==> config.mk <==
export PLATFORM = sky130hd
export DESIGN_NAME = onewire_rom_search_engine_top
export DESIGN_NICKNAME = d
export VERILOG_FILES = /design/src/rtl/ors_pkg.sv /design/src/rtl/ors_step.sv /design/src/rtl/onewire_rom_search_engine_top.sv
export SDC_FILE = /design/constraint.sdc
export NUM_CORES = 1
export LEC_CHECK = 0
export ABC_AREA = 1
export ABC_CLOCK_PERIOD_IN_PS = 4940
export BUFFER_PORTS_ARGS = -buffer_cell sky130_fd_sc_hd__buf_2
export CORE_MARGIN = 2
export CORE_UTILIZATION = 36
export CTS_CLUSTER_SIZE = 28
export DETAILED_ROUTE_END_ITERATION = 6
export PLACE_DENSITY = 0.51
export SYNTH_ARGS = -nofsm -noshare
export SYNTH_HDL_FRONTEND = slang
export SYNTH_SLANG_ARGS = --single-unit
==> constraint.sdc <==
create_clock -name clk -period 4.94 [get_ports clk]
set_input_delay 0.988 -clock clk [delete_from_list [all_inputs] [get_ports clk]]
set_output_delay 0.988 -clock clk [all_outputs]
set_load 0.01 [all_outputs]
==> src/rtl/ors_pkg.sv <==
`timescale 1ns / 1ps
// ----------------------------------------------------------------------------
// ors_pkg
// shared types and constants of the rom search engine
// ----------------------------------------------------------------------------
package ors_pkg;

  localparam int unsigned ROM_BITS     = 64;
  localparam int unsigned POS_W        = 7;
  localparam int unsigned FAM_W        = 4;
  localparam int unsigned FAMILY_LIMIT = 9;
  localparam int unsigned S_DATA_W     = 8;
  localparam int unsigned M_DATA_W     = 72;

  // operation codes
  localparam logic [1:0] OP_CLEAR = 2'd0;
  localparam logic [1:0] OP_START = 2'd1;
  localparam logic [1:0] OP_PAIR  = 2'd2;

  typedef enum logic [2:0] {
    KIND_DIR     = 3'd0,
    KIND_DONE    = 3'd1,
    KIND_ABORT   = 3'd2,
    KIND_STARTED = 3'd3,
    KIND_NO_PASS = 3'd4,
    KIND_CLEARED = 3'd5,
    KIND_IGNORED = 3'd6
  } kind_t;

  typedef struct packed {
    logic [1:0] operation;
    logic       presence;
    logic       id_bit;
    logic       complement_bit;
  } item_t;

  typedef struct packed {
    kind_t               kind;
    logic                direction;
    logic                found;
    logic [ROM_BITS-1:0] rom_address;
    logic [FAM_W-1:0]    family_discrepancy;
  } result_t;

  typedef struct packed {
    logic             pass_active;
    logic [POS_W-1:0] bit_position;
  } status_t;

endpackage

==> src/rtl/ors_step.sv <==
`timescale 1ns / 1ps
// ----------------------------------------------------------------------------
// ors_step
// search state registers and the per-word update of one rom search step
// ----------------------------------------------------------------------------
module ors_step (
  input  logic             clk,
  input  logic             rst,
  input  logic             en,
  input  ors_pkg::item_t   item,
  output ors_pkg::result_t result,
  output ors_pkg::status_t status
);
  import ors_pkg::*;

  logic [ROM_BITS-1:0] rom_image, rom_image_next;
  logic [POS_W-1:0]    last_discrepancy, last_discrepancy_next;
  logic [FAM_W-1:0]    last_family_discrepancy, last_family_discrepancy_next;
  logic                last_device_seen, last_device_seen_next;
  logic [POS_W-1:0]    bit_position, bit_position_next;
  logic [POS_W-1:0]    last_zero_branch, last_zero_branch_next;
  logic                pass_active, pass_active_next;

  logic [POS_W-1:0]                pos;
  logic [$clog2(ROM_BITS)-1:0]     idx;
  logic                            dir;
  logic                            branch_zero;
  logic [ROM_BITS-1:0]             rom_upd;
  logic [POS_W-1:0]                lzb_upd;
  logic [FAM_W-1:0]                lfd_upd;

  // position guarded into 1..64
  assign pos = (bit_position == '0 || bit_position > POS_W'(ROM_BITS))
               ? POS_W'(1) : bit_position;
  assign idx = pos[$clog2(ROM_BITS)-1:0] - 1'b1;

  always_comb begin
    if (item.id_bit != item.complement_bit) begin
      dir = item.id_bit;
    end else if (pos < last_discrepancy) begin
      dir = rom_image[idx];
    end else begin
      dir = (pos == last_discrepancy);
    end
    branch_zero = (item.id_bit == item.complement_bit) && !dir;
    lzb_upd = branch_zero ? pos : last_zero_branch;
    lfd_upd = (branch_zero && pos < POS_W'(FAMILY_LIMIT))
              ? pos[FAM_W-1:0] : last_family_discrepancy;
    rom_upd = rom_image;
    rom_upd[idx] = dir;
  end

  always_comb begin
    rom_image_next               = rom_image;
    last_discrepancy_next        = last_discrepancy;
    last_family_discrepancy_next = last_family_discrepancy;
    last_device_seen_next        = last_device_seen;
    bit_position_next            = bit_position;
    last_zero_branch_next        = last_zero_branch;
    pass_active_next             = pass_active;
    result.kind                  = KIND_IGNORED;
    result.direction             = 1'b0;
    result.found                 = 1'b0;
    case (item.operation)
      OP_CLEAR: begin
        rom_image_next               = '0;
        last_discrepancy_next        = '0;
        last_family_discrepancy_next = '0;
        last_device_seen_next        = 1'b0;
        bit_position_next            = POS_W'(1);
        last_zero_branch_next        = '0;
        pass_active_next             = 1'b0;
        result.kind                  = KIND_CLEARED;
      end
      OP_START: begin
        bit_position_next = POS_W'(1);
        if (last_device_seen || !item.presence) begin
          last_discrepancy_next        = '0;
          last_family_discrepancy_next = '0;
          last_device_seen_next        = 1'b0;
          pass_active_next             = 1'b0;
          result.kind                  = KIND_NO_PASS;
        end else begin
          pass_active_next      = 1'b1;
          last_zero_branch_next = '0;
          result.kind           = KIND_STARTED;
        end
      end
      OP_PAIR: begin
        if (pass_active) begin
          if (item.id_bit && item.complement_bit) begin
            last_discrepancy_next        = '0;
            last_family_discrepancy_next = '0;
            last_device_seen_next        = 1'b0;
            pass_active_next             = 1'b0;
            bit_position_next            = POS_W'(1);
            result.kind                  = KIND_ABORT;
          end else begin
            result.direction             = dir;
            rom_image_next               = rom_upd;
            last_zero_branch_next        = lzb_upd;
            last_family_discrepancy_next = lfd_upd;
            if (pos == POS_W'(ROM_BITS)) begin
              pass_active_next  = 1'b0;
              bit_position_next = POS_W'(1);
              result.kind       = KIND_DONE;
              // a zero family byte means no real device answered
              if (rom_upd[7:0] == 8'd0) begin
                last_discrepancy_next        = '0;
                last_family_discrepancy_next = '0;
                last_device_seen_next        = 1'b0;
              end else begin
                last_discrepancy_next = lzb_upd;
                last_device_seen_next = (lzb_upd == '0);
                result.found          = 1'b1;
              end
            end else begin
              bit_position_next = pos + 1'b1;
              result.kind       = KIND_DIR;
            end
          end
        end
      end
      default: begin
        result.kind = KIND_IGNORED;
      end
    endcase
    result.rom_address        = rom_image_next;
    result.family_discrepancy = last_family_discrepancy_next;
  end

  always_ff @(posedge clk) begin
    if (rst) begin
      rom_image               <= '0;
      last_discrepancy        <= '0;
      last_family_discrepancy <= '0;
      last_device_seen        <= 1'b0;
      bit_position            <= POS_W'(1);
      last_zero_branch        <= '0;
      pass_active             <= 1'b0;
    end else if (en) begin
      rom_image               <= rom_image_next;
      last_discrepancy        <= last_discrepancy_next;
      last_family_discrepancy <= last_family_discrepancy_next;
      last_device_seen        <= last_device_seen_next;
      bit_position            <= bit_position_next;
      last_zero_branch        <= last_zero_branch_next;
      pass_active             <= pass_active_next;
    end
  end

  assign status.pass_active  = pass_active;
  assign status.bit_position = bit_position;

endmodule

==> src/rtl/onewire_rom_search_engine_top.sv <==
`timescale 1ns / 1ps
// ----------------------------------------------------------------------------
// onewire_rom_search_engine_top
// bit-level rom search engine with registered input and result stages
// ----------------------------------------------------------------------------
// Takes one word per clock while the result side keeps up: clear, start pass
// (with the presence result) or a bit pair read from the bus, and returns
// exactly one result word for each, carrying the bit to write back, the pass
// outcome, the current rom image and the last family discrepancy. A word is
// held in the input register, where the search-state update reads it, and
// lands in the result register when the pipeline advances. The sustained rate
// is one word per cycle while the result side accepts, and the state update
// loop sets that rate. A stalled result register holds the pipeline, and input
// is then taken only while the input register is empty.
module onewire_rom_search_engine_top (
  input  logic                          clk,
  input  logic                          rst,
  input  logic                          s_tvalid,
  output logic                          s_tready,
  // [0] presence, [1] id_bit, [2] complement_bit, [7:3] zero
  input  logic [ors_pkg::S_DATA_W-1:0]  s_tdata,
  // [1:0] operation
  input  logic [1:0]                    s_tuser,
  output logic                          m_tvalid,
  input  logic                          m_tready,
  // [0] direction, [1] found, [65:2] rom_address, [69:66] family_discrepancy,
  // [71:70] zero
  output logic [ors_pkg::M_DATA_W-1:0]  m_tdata,
  // [2:0] kind
  output logic [2:0]                    m_tuser
);
  import ors_pkg::*;

  logic    in_valid;
  item_t   in_item;
  logic    advance;
  result_t step_result;
  result_t out_result;
  status_t status;

  assign advance  = in_valid && (!m_tvalid || m_tready);
  assign s_tready = !in_valid || advance;

  always_ff @(posedge clk) begin
    if (rst) begin
      in_valid <= 1'b0;
    end else if (s_tready) begin
      in_valid <= s_tvalid;
    end
  end

  always_ff @(posedge clk) begin
    if (s_tready && s_tvalid) begin
      in_item.operation      <= s_tuser;
      in_item.presence       <= s_tdata[0];
      in_item.id_bit         <= s_tdata[1];
      in_item.complement_bit <= s_tdata[2];
    end
  end

  ors_step u_step (
    .clk    (clk),
    .rst    (rst),
    .en     (advance),
    .item   (in_item),
    .result (step_result),
    .status (status)
  );

  always_ff @(posedge clk) begin
    if (rst) begin
      m_tvalid <= 1'b0;
    end else if (advance) begin
      m_tvalid <= 1'b1;
    end else if (m_tready) begin
      m_tvalid <= 1'b0;
    end
  end

  always_ff @(posedge clk) begin
    if (advance) begin
      out_result <= step_result;
    end
  end

  assign m_tuser = out_result.kind;
  assign m_tdata = {2'b00, out_result.family_discrepancy, out_result.rom_address,
                    out_result.found, out_result.direction};

  // a processed word always lands in the result register
  a_advance_shows: assert property (@(posedge clk) disable iff (rst)
    advance |=> m_tvalid)
    else $error("processed word missing from result register");

  a_found_only_done: assert property (@(posedge clk) disable iff (rst)
    (m_tvalid && out_result.found) |-> (out_result.kind == KIND_DONE))
    else $error("found flagged outside pass completion");

  a_dir_only_pair: assert property (@(posedge clk) disable iff (rst)
    (m_tvalid && out_result.direction) |->
      (out_result.kind == KIND_DIR || out_result.kind == KIND_DONE))
    else $error("direction set on a non bit-pair result");

  a_pos_in_range: assert property (@(posedge clk) disable iff (rst)
    status.pass_active |->
      (status.bit_position != '0 && status.bit_position <= POS_W'(ROM_BITS)))
    else $error("bit position out of range during a pass");

endmodule

After elaboration in Yosys (flattened, before gate mapping)

Cells that the tools add are included.

Bitwise logic cells: 3
Equal/unequal tests: 11
Reductions and logical operators: 28
Add/sub/neg operators: 2
Mux-type cells: 54
$lt $le $gt $ge: 5

Operator list:

| operator                                                                             | number |
|---|---|
| 64-bit two-way mux                                                                   | 2 |
| 64-bit one-hot mux with 2 select lines                                               | 1 |
| 7-bit two-way mux                                                                    | 13 |
| 64-bit bitwise mux                                                                   | 1 |
| 7-bit one-hot mux with 3 select lines                                                | 2 |
| 4-bit two-way mux                                                                    | 6 |
| 1-bit two-way mux                                                                    | 18 |
| 7-bit logical NOT                                                                    | 2 |
| 7-bit one-hot mux with 2 select lines                                                | 1 |
| 4-bit one-hot mux with 3 select lines                                                | 1 |
| 5-bit AND reduction                                                                  | 2 |
| 3-bit one-hot mux with 3 select lines                                                | 1 |
| 8-bit logical NOT                                                                    | 1 |
| 7-bit by 1-bit adder with 7-bit output (second input constant)                       | 1 |
| 7-bit == test                                                                        | 1 |
| 7-bit == test (second input constant)                                                | 1 |
| 7-bit > comparator (second input constant)                                           | 1 |
| 6-bit by 7-bit less-than comparator with 1-bit output (second input constant)        | 1 |
| 7-bit by 4-bit less-than comparator with 1-bit output (second input constant)        | 1 |
| 7-bit less-than comparator                                                           | 1 |
| 1-bit binary-select mux with 6-bit select                                            | 1 |
| 1-bit demux with 6-bit select                                                        | 1 |
| 6-bit by 1-bit greater-or-equal comparator with 1-bit output (second input constant) | 1 |
| 1-bit logical AND                                                                    | 6 |
| other kinds (23)                                                                     | 36 |

Word-level logic and storage cells: 121
Output and inout port bits: 77
Flip-flop bits (word level): 171

Logic depth before layout (Yosys ltp)

Gate-level depths: netlist (run 1).

Depth in word-level cells: 17
Depth in mapped cells: 31

Modules after synthesis

From an unflattened synthesis (run 1), not the netlist that was laid out.

Cells, all modules: 1,263
Area, all modules: 9,389.0 sq um

By module, submodules not included:

| module                        | times used | cells each | area an instance (sq um) |
|---|---|---|---|
| ors_step                      | 1          | 1,170      | 6,936.7 |
| onewire_rom_search_engine_top | 1          | 93         | 2,452.4 |

Worst setup path after synthesis (run 1)

No wires, ideal clock.

Path type: flip-flop to flip-flop
From: register u_step.bit_position[3]
To: register u_step.last_family_discrepancy[0]
Slack: 1.333 ns
Period minus slack after synthesis: 3.607 ns
Required time: 4.828 ns
Library setup time: 0.112 ns
Stages on the path, launching flop included: 27
Buffers on the path: 2
Data arrival time: 3.495 ns
Path through: dfxtp_1 nor2_2 nand4_2 nand2_4 buf_2 inv_1 nor2_1 inv_1 ha_1 nand2_1 xor2_2 inv_1 nand3_1 nor2_1 inv_1 clkbuf_1 o21ai_0 nand2_1 nand2_1 nor2_2 nand3_2 nand2_1 nand2_1 nand2_1 nand3_1 nand2_1 inv_1

Word-level cells in the longest chain between the ends: 17
Elaborated cells between the ends (all ways): 29

Ends and longest elaborated chain:

| element                                                                                                        | line            | source |
|---|---|---|
| start: declaration                                                                                             | ors_step.sv:20  | `logic [POS_W-1:0] bit_position, bit_position_next;` |
| start signal: assignment                                                                                       | ors_step.sv:146 | `bit_position <= bit_position_next;` |
| 7-bit > comparator or 7-bit logical NOT (tied branches)                                                        | ors_step.sv:33  | `assign pos = (bit_position == '0 \|\| bit_position > POS_W'(ROM_BITS))` |
| 1-bit logical OR                                                                                               | ors_step.sv:33  |  |
| 7-bit two-way mux (*)                                                                                          | ors_step.sv:34  | `? POS_W'(1) : bit_position;` |
| parallel branches: the longest is 10 deep, another holds 6-bit by 7-bit less-than comparator with 1-bit output | -               |  |
| 4-bit two-way mux (*)                                                                                          | ors_step.sv:103 | `if (pos == POS_W'(ROM_BITS)) begin` |
| 4-bit two-way mux (*)                                                                                          | ors_step.sv:91  | `if (item.id_bit && item.complement_bit) begin` |
| 4-bit two-way mux (*)                                                                                          | ors_step.sv:90  | `if (pass_active) begin` |
| 4-bit one-hot mux with 3 select lines (*)                                                                      | ors_step.sv:64  | `case (item.operation)` |
| end signal: assignment                                                                                         | ors_step.sv:144 | `last_family_discrepancy <= last_family_discrepancy_next;` |
| end: declaration                                                                                               | ors_step.sv:18  | `logic [FAM_W-1:0] last_family_discrepancy, last_family_discrepancy_next;` |

Every way passes the cells marked *. The select of a mux whose other input is x is not followed.
A chain may end at the register's enable or synchronous reset.

==> impl_metrics.csv, run 1 <==
group,metric,value,unit
clock_network,cts.path.max_buffers,2,
floorplan,die_w,165,µm
power_and_ir_drop,intPower,2.60,mW
power_and_ir_drop,power.switching,1.03,mW
placed_design,io_buffers,83,
placed_design,dp_hpwl,18.1,mm
worst_setup_path,rr_worst_depth,25,
global_routing,grt_start_max_net_pins,93,
sta,finalClockSkew,11.6,ps
sta,period_needed,4100,ps
routing,wl_per_cell,16.3,µm
sta,finalCritPeriodShare,83.1,%
floorplan,die_area,0.0274,mm²
power_and_ir_drop,p_comb_share,15.5,%
power_and_ir_drop,vdd_drop_max,205,µV
routing,drc,0,
sta,rsz0062_at_grt,"false",
floorplan,fp.dieH,165,µm
global_routing,grt.overflow.total,0,
global_routing,grt_pass1_wl,43.9,mm
routing,drtIter0Drc,748,
worst_setup_path,rrSetupSlack,840,ps
placed_design,place_area,0.0102,mm²
yosys,synthArstFlopShare,0,%
clock_network,clk_latency,440,ps
floorplan,coreArea,0.0258,mm²
layout,mostFrequentLayoutCell,"nand3_1",
worst_setup_path,r2r-start,"u_step.bit_position[3]",
clock_network,hold_buffers,0,
global_routing,antenna_found_initial,0,
power_and_ir_drop,seqPwrFrac,43.8,%
placed_design,gp_congestion,0.820,
floorplan,rows,59,
floorplan,ios,91,
layout,antenna_cells,0,
placed_design,place_ws,861,ps
layout,syn2layout_area_growth,15.1,%
clock_network,cts_buffers,17,
power_and_ir_drop,power.share.clock,40.7,%
worst_setup_path,arrival,4300,ps
sta,hold_viol_final,0,
clock_network,cts_sinks,171,
worst_setup_path,crit_fanout,16,
worst_hold_path,worstHoldPathType,"reg2reg",
routing,detail-route-antenna-nets,0,
yosys,netlist_instances,1246,
yosys,ys.flop_type,"dfxtp_1",
yosys,avgSynthCellArea,7.54,µm²
clock_network,clk_pin_slew,70,ps
worst_setup_path,critPathRequiredTime,5130,ps
routing,firstDrtPassIters,5,
worst_setup_path,path_common_cell,"nand2_1",
power_and_ir_drop,power.density,336,mW/mm²
power_and_ir_drop,p_leak,4.71,nW
sta,fin_ws,836,ps
sta,fmax,244,MHz
clock_network,postCtsSetupBuffers,0,
worst_setup_path,crit_path_start,"u_step.bit_position[3]",
layout,finish.instance_area,0.0108,mm²
sta,finalSetupViolCount,0,
worst_setup_path,r2r-end,"m_tdata[68]",
worst_setup_path,critPathLaunchType,"register",
sta,setup_tns,0,ps
yosys,ys_seq_area_share,44.8,%
clock_network,cts-htree-levels,4,
yosys,synth_top_area_cell,"edfxtp_1",
yosys,synth.top_cell.area_share,24.9,%
power_and_ir_drop,p_sw_share,28.5,%
layout,final_cell_mix,"nand3_1 (209), inv_1 (207), nand2_1 (131)",
routing,viasPerCell,5.13,
sta,finalMaxSlewViolations,0,
run_status,status,"completed",
yosys,synth_area,0.00939,mm²
run,maxCapViolations,0,
sta,max_slew_margin,35.5,%
yosys,synth-edff-count,78,
worst_setup_path,slowest_delay,380,ps
worst_setup_path,cp-end-kind,"register",
clock_network,cts_tree,"built",
layout,drive_above_1_share,13.5,%
layout,fin_nets,1342,
yosys,synth_warnings,0,
global_routing,grt_pass1_vias,8172,
yosys,synth-seq-cells,171,
worst_setup_path,critPathCapture,"m_tdata[68]",
routing,vias,8530,
clock_network,cts_root_buf,"clkbuf_16",
routing,wirelength,27.1,mm
yosys,synth.top_cells.by_area,"edfxtp_1 (25%), dfxtp_1 (20%), nand3_1 (11%)",
clock_network,cts-resized-gates,0,
floorplan,start_util,36.3,%
worst_setup_path,crit_slowest_cell,"dfxtp_1",
worst_setup_path,crit_type,"reg2reg",
global_routing,grt_use_total,20.7,%
yosys,synth_cell_types,44,
sta,tightest_slew,967,ps
-- power by group through the flow --
stage                     Sequential [mW]  Clock (mW)  Combinational, mW
after global placement               1.62           0              0.558
after CTS                            1.59        1.51              0.566
after global routing                 1.60        1.56              0.641
final                                1.59        1.48              0.564
after detailed placement             1.62           0              0.564
after floorplan                      1.64           0              0.390
-- Yosys cell counts, types with 2 or more instances --
master,instances
nand3_1,209
inv_1,208
nand2_1,132
o21ai_1,105
a21oi_1,100
o21ai_0,95
dfxtp_1,93
edfxtp_1,78
nor2_1,70
clkbuf_1,42
ha_1,14
or2_1,10
o211ai_1,9
o22ai_1,8
buf_2,7
nand4_1,7
buf_6,6
buf_4,5
nand2_2,5
nand3_2,5
nor2_2,5
buf_1,3
inv_2,3
nand2_4,3
clkinv_1,2
nor2_8,2
nor4_1,2
or2_2,2
-- metrics by stage --
stage / std cells / power [mW] / utilization [%] / hold WS, ps
2_1_floorplan: 1247 / 2.03 / - / 428
3_3_place_gp: 1630 / 2.18 / 39.4 / 456
3_5_place_dp: 1630 / 2.19 / 39.4 / 457
4_1_cts: 1662 / 3.67 / 41.8 / 468
5_1_grt: 1662 / 3.80 / 41.8 / 501
6_report: 1662 / 3.63 / 41.8 / 468
-- metal layers --
| layer | GRT usage [%] | vias up | wire [µm] |
|---|---|---|---|
| li1 | - | 4311 | - |
| met1 | 27.9 | 3924 | 12600 |
| met2 | 33.9 | 248 | 12300 |
| met4 | 7.45 | 0 | 725 |
| met5 | 0 | - | 0 |
| met3 | 2.95 | 47 | 1440 |
-- area by class of cell --
type / instances / area (µm²)
Clock inverter: 15 / 210
Tap cell: 335 / 419
Multi-Input combinational cell: 799 / 4090
Inverter: 214 / 807
Sequential cell: 171 / 4200
Clock buffer: 17 / 425
Timing Repair Buffer: 111 / 651
Fill cell: 2728 / 15000
-- worst max-delay path: cells and delay by family, from the launching register on --
family                     cells  cell delay [ps]
buffers and inverters          3              550
AOI/OAI and AO/OA              3              410
and+or+nand+nor               18             2220
DFF                            1              380
adders and majority gates      1              290
-- cells by family after synthesis --
group | count (synthesis) | synth area share (%)
AOI/OAI and AO/OA | 324 | 17.9
xor gates and xnor gates | 2 | 0.267
adders and majority gates | 14 | 1.87
buffers and inverters | 277 | 11.9
DFF | 171 | 44.8
other | 1 | 0.0399
and+or+nand+nor | 457 | 23.3
-- sequential cells by signal, indices dropped and copies added, names as in the netlist, 3 cells and up --
register                        cells
m_tdata                            70
u_step.rom_image                   64
u_step.bit_position                 7
u_step.last_discrepancy             7
u_step.last_zero_branch             7
in_item                             5
u_step.last_family_discrepancy      4
m_tuser                             3
-- how the worst min path moves through the flow --
stage	startpoint	to	cells past startpoint	slack (ps)
finish	u_step.last_discrepancy[5]	u_step.last_discrepancy[5]	2	470
global route	u_step.last_discrepancy[5]	u_step.last_discrepancy[5]	2	500
CTS	u_step.last_discrepancy[1]	u_step.last_discrepancy[1]	2	470
detailed placement	u_step.last_discrepancy[1]	u_step.last_discrepancy[1]	2	460
global placement	u_step.last_discrepancy[2]	u_step.last_discrepancy[2]	2	460
floorplan	u_step.last_device_seen	u_step.last_device_seen	2	430
Note: power is estimated with default switching activity, not from simulation.
==> run 2: changes to the inputs <==
ABC_AREA = 0   (was 1)
ABC_CLOCK_PERIOD_IN_PS = 3710   (was 4940)
PLACE_DENSITY = 0.53   (was 0.51)
clock period = 3.71 ns   (was 4.94 ns; I/O delays follow)
==> run 2 against run 1 <==
Sequential power is 26% higher. Routed wire length up 7.0%. Hold slack lost 20 ps. Synthesized cell count shrank 18%. Clock power rose by 20%. Non-clock buffer count up 103. Clock skew barely moved. The flow now finishes with violations (negative setup slack). Total power up 13%. Setup slack worse by 1200 ps. Highest routed layer unchanged. Final area grew 6.2%. Via count decreased by 0.56%.
==> impl_metrics.csv, run 2 <==
group,metric,value,unit
run_status,violations,"negative setup slack",
global_routing,grt_use_total,22.3,%
worst_setup_path,crit_path_start,"u_step.bit_position[0]",
placed_design,place_area,0.0104,mm²
worst_setup_path,critPathCapture,"m_tdata[68]",
layout,finish.instance_area,0.0115,mm²
sta,rsz0062_at_grt,"true",
yosys,yosys-top-cells-count,"o21ai_0 (152), nand2_1 (118), a21oi_1 (98)",
worst_setup_path,crit_type,"reg2reg",
layout,mostFrequentLayoutCell,"o21ai_0",
power_and_ir_drop,power.share.clock,43.2,%
placed_design,place_inst,1479,
clock_network,clk_latency,440,ps
yosys,synthArstFlopShare,0,%
sta,period_needed,4040,ps
sta,hold_viol_final,0,
yosys,synth_cell_types,71,
clock_network,hold_buffers,0,
yosys,ys_seq_area_share,47.1,%
clock_network,cts.path.max_buffers,2,
yosys,synth_area,0.00892,mm²
sta,tightest_slew,1140,ps
worst_setup_path,critPathRequiredTime,3900,ps
sta,fmax,248,MHz
clock_network,cts_sinks,171,
floorplan,die_w,161,µm
worst_hold_path,worstHoldPathType,"reg2reg",
worst_setup_path,arrival,4230,ps
yosys,synth_warnings,0,
yosys,synth-seq-cells,171,
power_and_ir_drop,seqPwrFrac,48.9,%
yosys,avgSynthCellArea,8.69,µm²
clock_network,cts-htree-levels,4,
power_and_ir_drop,p_comb_share,7.9,%
run,maxCapViolations,0,
routing,wl_per_cell,19.0,µm
routing,wirelength,29.0,mm
power_and_ir_drop,p_leak,3.97,nW
global_routing,grt_start_max_net_pins,57,
worst_setup_path,critPathLaunchType,"register",
sta,hold_slack,449,ps
worst_setup_path,crit_fanout,7,
worst_setup_path,rr_worst_depth,17,
yosys,synth.top_cells.by_area,"edfxtp_1 (26%), dfxtp_1 (21%), o21ai_0 (8.5%)",
yosys,yosysMostFrequentCell,"o21ai_0",
layout,final_cell_mix,"o21ai_0 (137), buf_4 (120), nand2_1 (114)",
power_and_ir_drop,power.switching,1.11,mW
clock_network,cts_tree,"built",
yosys,synth_top_area_cell,"edfxtp_1",
layout,antenna_cells,0,
power_and_ir_drop,vdd_drop_max,250,µV
floorplan,fp.dieH,161,µm
floorplan,die_area,0.0260,mm²
power_and_ir_drop,p_sw_share,27.0,%
sta,max_slew_margin,23.7,%
clock_network,cts_buffers,17,
worst_setup_path,slowest_delay,440,ps
sta,fin_ws,-327,ps
worst_setup_path,r2r-start,"u_step.bit_position[0]",
worst_setup_path,crit_slowest_cell,"a2111o_1",
yosys,synth-edff-count,78,
global_routing,antenna_found_initial,0,
sta,finalCritPeriodShare,109,%
sta,finalClockSkew,11.9,ps
routing,vias,8482,
global_routing,grt_pass1_vias,7948,
worst_setup_path,worst-path-buf-inv,3,
layout,drive_above_1_share,26.4,%
global_routing,grt_pass1_wl,45.1,mm
global_routing,met3_usage,3.16,%
floorplan,coreArea,0.0243,mm²
sta,finalSetupViolCount,149,
worst_setup_path,critical_path.top_delay_family,"simple AND/OR/NAND/NOR gates",
routing,detail-route-antenna-nets,0,
clock_network,cts_root_buf,"clkbuf_16",
clock_network,clk_pin_slew,80,ps
layout,syn2layout_area_growth,28.7,%
global_routing,grt.met1_usage,30.0,%
routing,firstDrtPassIters,5,
worst_setup_path,rrSetupSlack,-330,ps
routing,drtIter0Drc,683,
floorplan,start_util,36.7,%
layout,fin_cells,1528,
power_and_ir_drop,power.density,359,mW/mm²
yosys,synth.top_cell.area_share,26.3,%
power_and_ir_drop,intPower,3.01,mW
worst_setup_path,cp-end-kind,"register",
worst_setup_path,cp_cell_sequence,"nor4_4 -> and4b_2 -> nor2_4 -> inv_4 -> ha_4 -> or3b_4 -> a221oi_2 -> buf_4 -> o211ai_1 -> buf_4 -> nor3_4 -> a21oi_1 -> nand2_1 -> nand4_1 -> a2111o_1 -> and2_4 -> a22o_1",
placed_design,gp_congestion,0.894,
floorplan,rows,57,
global_routing,grt-busiest-layer,"met2",
global_routing,met2_usage,36.6,%
routing,drc,0,
worst_setup_path,r2r-end,"m_tdata[68]",
layout,fin_nets,1219,
yosys,ys.flop_type,"dfxtp_1",
layout,fin_util,47.2,%
yosys,netlist_instances,1026,
run_status,status,"complete, but fails checks",
worst_setup_path,crit_cells,17,
placed_design,dp_hpwl,20.3,mm
routing,viasPerCell,5.55,
sta,finalMaxSlewViolations,0,
floorplan,ios,91,
global_routing,grt.overflow.total,0,
layout,largest_reg_flops,70,
placed_design,io_buffers,83,
worst_setup_path,path_common_cell,"buf_4",
[run 2: changes by cell type after synthesis, sizes merged, moves of 20 or more]
cell   before  now
inv       212   40
nand2     141  121
nand3     215   27
nor2       78   55
nor2b       0   32
o22ai       8   44
[run 2: per-stage QoR]
step	power, mW	setup TNS (ps)	setup WS (ps)
after floorplan	2.24	-45380	-547
after global routing	4.24	-56410	-550
after global placement	2.35	-43740	-484
final	4.12	-27730	-327
after CTS	4.13	-25530	-326
after detailed placement	2.36	-46750	-511
[run 2: layout make-up]
type                            instances  area [µm²]
Clock inverter                         15         151
Clock buffer                           17         425
Sequential cell                       171        4210
Multi-Input combinational cell        747        4650
Fill cell                            2406       12800
Inverter                               40         154
Timing Repair Buffer                  214        1480
Tap cell                              324         405
[run 2: how the worst min path moves through the flow]
stage / cells after the start / slack [ps] / from / end
finish: 2 / 450 / u_step.last_discrepancy[4] / u_step.last_discrepancy[4]
global route: 1 / 460 / s_tdata[2] / in_item[0]
CTS: 2 / 450 / u_step.last_discrepancy[4] / u_step.last_discrepancy[4]
detailed placement: 2 / 440 / u_step.last_discrepancy[4] / u_step.last_discrepancy[4]
global placement: 2 / 440 / u_step.last_discrepancy[6] / u_step.last_discrepancy[6]
floorplan: 2 / 430 / u_step.last_discrepancy[1] / u_step.last_discrepancy[1]
[run 2: cells by family (layout without fill, tap and decap cells)]
kind of cell	after synthesis	after routing	share of synthesized area, %
AO/OA/AOI/OAI	393	393	25.3
buffers and inverters	112	286	5.44
multiplexers	20	20	2.27
other	1	2	0.0420
AND/OR/NAND/NOR	306	309	16.9
XOR/XNOR	9	9	0.884
adder cells (fa/ha/maj)	14	14	1.96
flip-flops	171	171	47.1
[run 2: power groups by stage]
stage          Combinational (mW)  Clock (mW)  Sequential [mW]
6_report                    0.326        1.78             2.01
3_5_place_dp                0.300           0             2.06
5_1_grt                     0.354        1.87             2.02
2_1_floorplan               0.165           0             2.07
4_1_cts                     0.315        1.80             2.01
3_3_place_gp                0.297           0             2.06
[run 2: metal layers]
layer,up-vias,share of wire (%)
met5,-,0
met1,4032,45
li1,4079,-
met4,0,3.0
met2,321,47
met3,50,5.4
[run 2: worst min-delay path, cell delays in order, from the launching register on]
cell	delay, ps
dfxtp_1	310
nand2_1	50
o21ai_1	50
[run 2: what timing repair did]
item,4_1_cts,5_1_grt
gates cloned,2,1
gates resized for setup,56,20
pin swaps,21,12
setup buffers,9,5
endpoints found under the setup margin,152,153
==> run 3: changes to the inputs <==
ABC_CLOCK_PERIOD_IN_PS = 4700   (was 3710)
PLACE_DENSITY = 0.51   (was 0.53)
clock period = 4.7 ns   (was 3.71 ns; I/O delays follow)
==> run 3 against run 2 <==
The run now ends clean. Flip-flop and latch count unchanged. Critical path type unchanged. Hold slack about the same. Maximum frequency shrank 12%. Total power is 20% lower.
==> impl_metrics.csv, run 3 (synthesized netlist as in run 2, its figures left out) <==
group,metric,value,unit
sta,fin_ws,131,ps
global_routing,grt_use_total,21.9,%
worst_setup_path,rr_worst_depth,15,
sta,finalCritPeriodShare,97.2,%
routing,viasPerCell,5.60,
clock_network,cts.path.max_buffers,2,
routing,firstDrtPassIters,5,
worst_setup_path,critPathCapture,"m_tdata[6]",
clock_network,clk_latency,450,ps
layout,final_cell_mix,"o21ai_0 (151), nand2_1 (118), a21oi_1 (98)",
sta,finalMaxSlewViolations,0,
sta,tightest_slew,1140,ps
routing,drtIter0Drc,733,
floorplan,die_area,0.0260,mm²
worst_setup_path,r2r-start,"u_step.bit_position[0]",
clock_network,cts_tree,"built",
sta,max_slew_margin,23.2,%
floorplan,coreArea,0.0243,mm²
sta,fmax,219,MHz
floorplan,start_util,36.7,%
global_routing,grt.overflow.total,0,
clock_network,cts-resized-gates,0,
clock_network,hold_buffers,0,
worst_setup_path,cp-end-kind,"register",
routing,wirelength,28.5,mm
sta,rsz0062_at_grt,"false",
layout,syn2layout_area_growth,16.8,%
clock_network,cts_root_buf,"clkbuf_16",
layout,fin_cells,1444,
worst_setup_path,rrSetupSlack,130,ps
clock_network,cts-htree-levels,4,
global_routing,antenna_found_initial,0,
worst_setup_path,crit_path_start,"u_step.bit_position[0]",
worst_setup_path,crit_fanout,8,
placed_design,io_buffers,83,
placed_design,dp_hpwl,19.4,mm
sta,hold_viol_final,0,
run,maxCapViolations,0,
worst_hold_path,whs_path_depth,2,
layout,largest_reg_flops,70,
clock_network,cts_sinks,171,
sta,setup_tns,0,ps
global_routing,grt_pass1_vias,7661,
worst_setup_path,crit_type,"reg2reg",
routing,wl_per_cell,19.7,µm
routing,drc,0,
worst_setup_path,r2r-end,"m_tdata[6]",
power_and_ir_drop,power.total,3.29,mW
layout,mostFrequentLayoutCell,"o21ai_0",
placed_design,place_inst,1412,
clock_network,postCtsSetupBuffers,0,
floorplan,fp.dieH,161,µm
placed_design,place_ws,125,ps
sta,period_needed,4570,ps
clock_network,clk_pin_slew,70,ps
global_routing,grt_pass1_wl,43.8,mm
floorplan,die_w,161,µm
placed_design,gp_congestion,0.896,
layout,antenna_cells,0,
worst_setup_path,critPathRequiredTime,4830,ps
run_status,status,"completed",
layout,fin_util,42.8,%
global_routing,grt_start_max_net_pins,55,
routing,vias,8087,
worst_hold_path,worstHoldPathType,"reg2reg",
layout,drive_above_1_share,17.1,%
floorplan,rows,57,
worst_setup_path,arrival,4690,ps
routing,detail-route-antenna-nets,0,
sta,finalClockSkew,14.3,ps
power_and_ir_drop,vdd_drop_max,201,µV
worst_setup_path,critPathLaunchType,"register",
layout,fin_nets,1135,
worst_hold_path,worstHoldStart,"u_step.last_discrepancy[5]",
clock_network,cts_buffers,17,
sta,finalSetupViolCount,0,
floorplan,ios,91,
power_and_ir_drop,p_leak,3.49,nW
power_and_ir_drop,power.density,316,mW/mm²
-- run 3: metal layers --
metal,GRT usage [%],wire [µm],up-vias
li1,-,-,3896
met1,30.5,13100,3862
met2,33.9,12900,281
met3,3.88,1690,48
met4,8.28,795,0
met5,0,0,-
-- run 3: power breakdown --
part | internal [mW] | total, mW | switching (mW)
clock | 0.805 | 1.48 | 0.675
combinational | 0.0649 | 0.222 | 0.157
sequential | 1.58 | 1.59 | 0.00868
total | 2.45 | 3.29 | 0.841
-- run 3: worst min-delay path by stage --
stage | endpoint | slack [ps]
floorplan | u_step.last_discrepancy[1] | 430
CTS | u_step.last_discrepancy[5] | 450
global route | u_step.last_discrepancy[4] | 480
finish | u_step.last_discrepancy[5] | 450
detailed placement | u_step.last_discrepancy[5] | 440
global placement | u_step.last_discrepancy[4] | 440
-- run 3: metrics by stage --
step	area, µm²	hold slack [ps]
after floorplan	8920	428
after global placement	9800	436
after detailed placement	9800	441
after CTS	10400	451
after global routing	10400	475
final	10400	448
-- run 3: critical path, stage by stage, from the launching register on --
cell and delay (ps):
dfxtp_1 330, nor4_4 360, and4b_1 310, nor2_4 70, ha_1 460, nor2_1 80, mux2_2 370, a22oi_1 220
nor2_1 60, o41ai_1 470, and3_1 210, o2111a_2 280, a211oi_4 80, buf_4 160, o21ai_1 460, o21ai_0 300
-- run 3: layout make-up --
type / count / area [µm²]
clock buffers: 17 / 425
clock inverters: 15 / 175
fillers: 2465 / 13900
inverters: 40 / 154
multi-input cells: 744 / 4250
flip-flops and latches: 171 / 4200
well taps: 324 / 405
repair buffers: 133 / 803
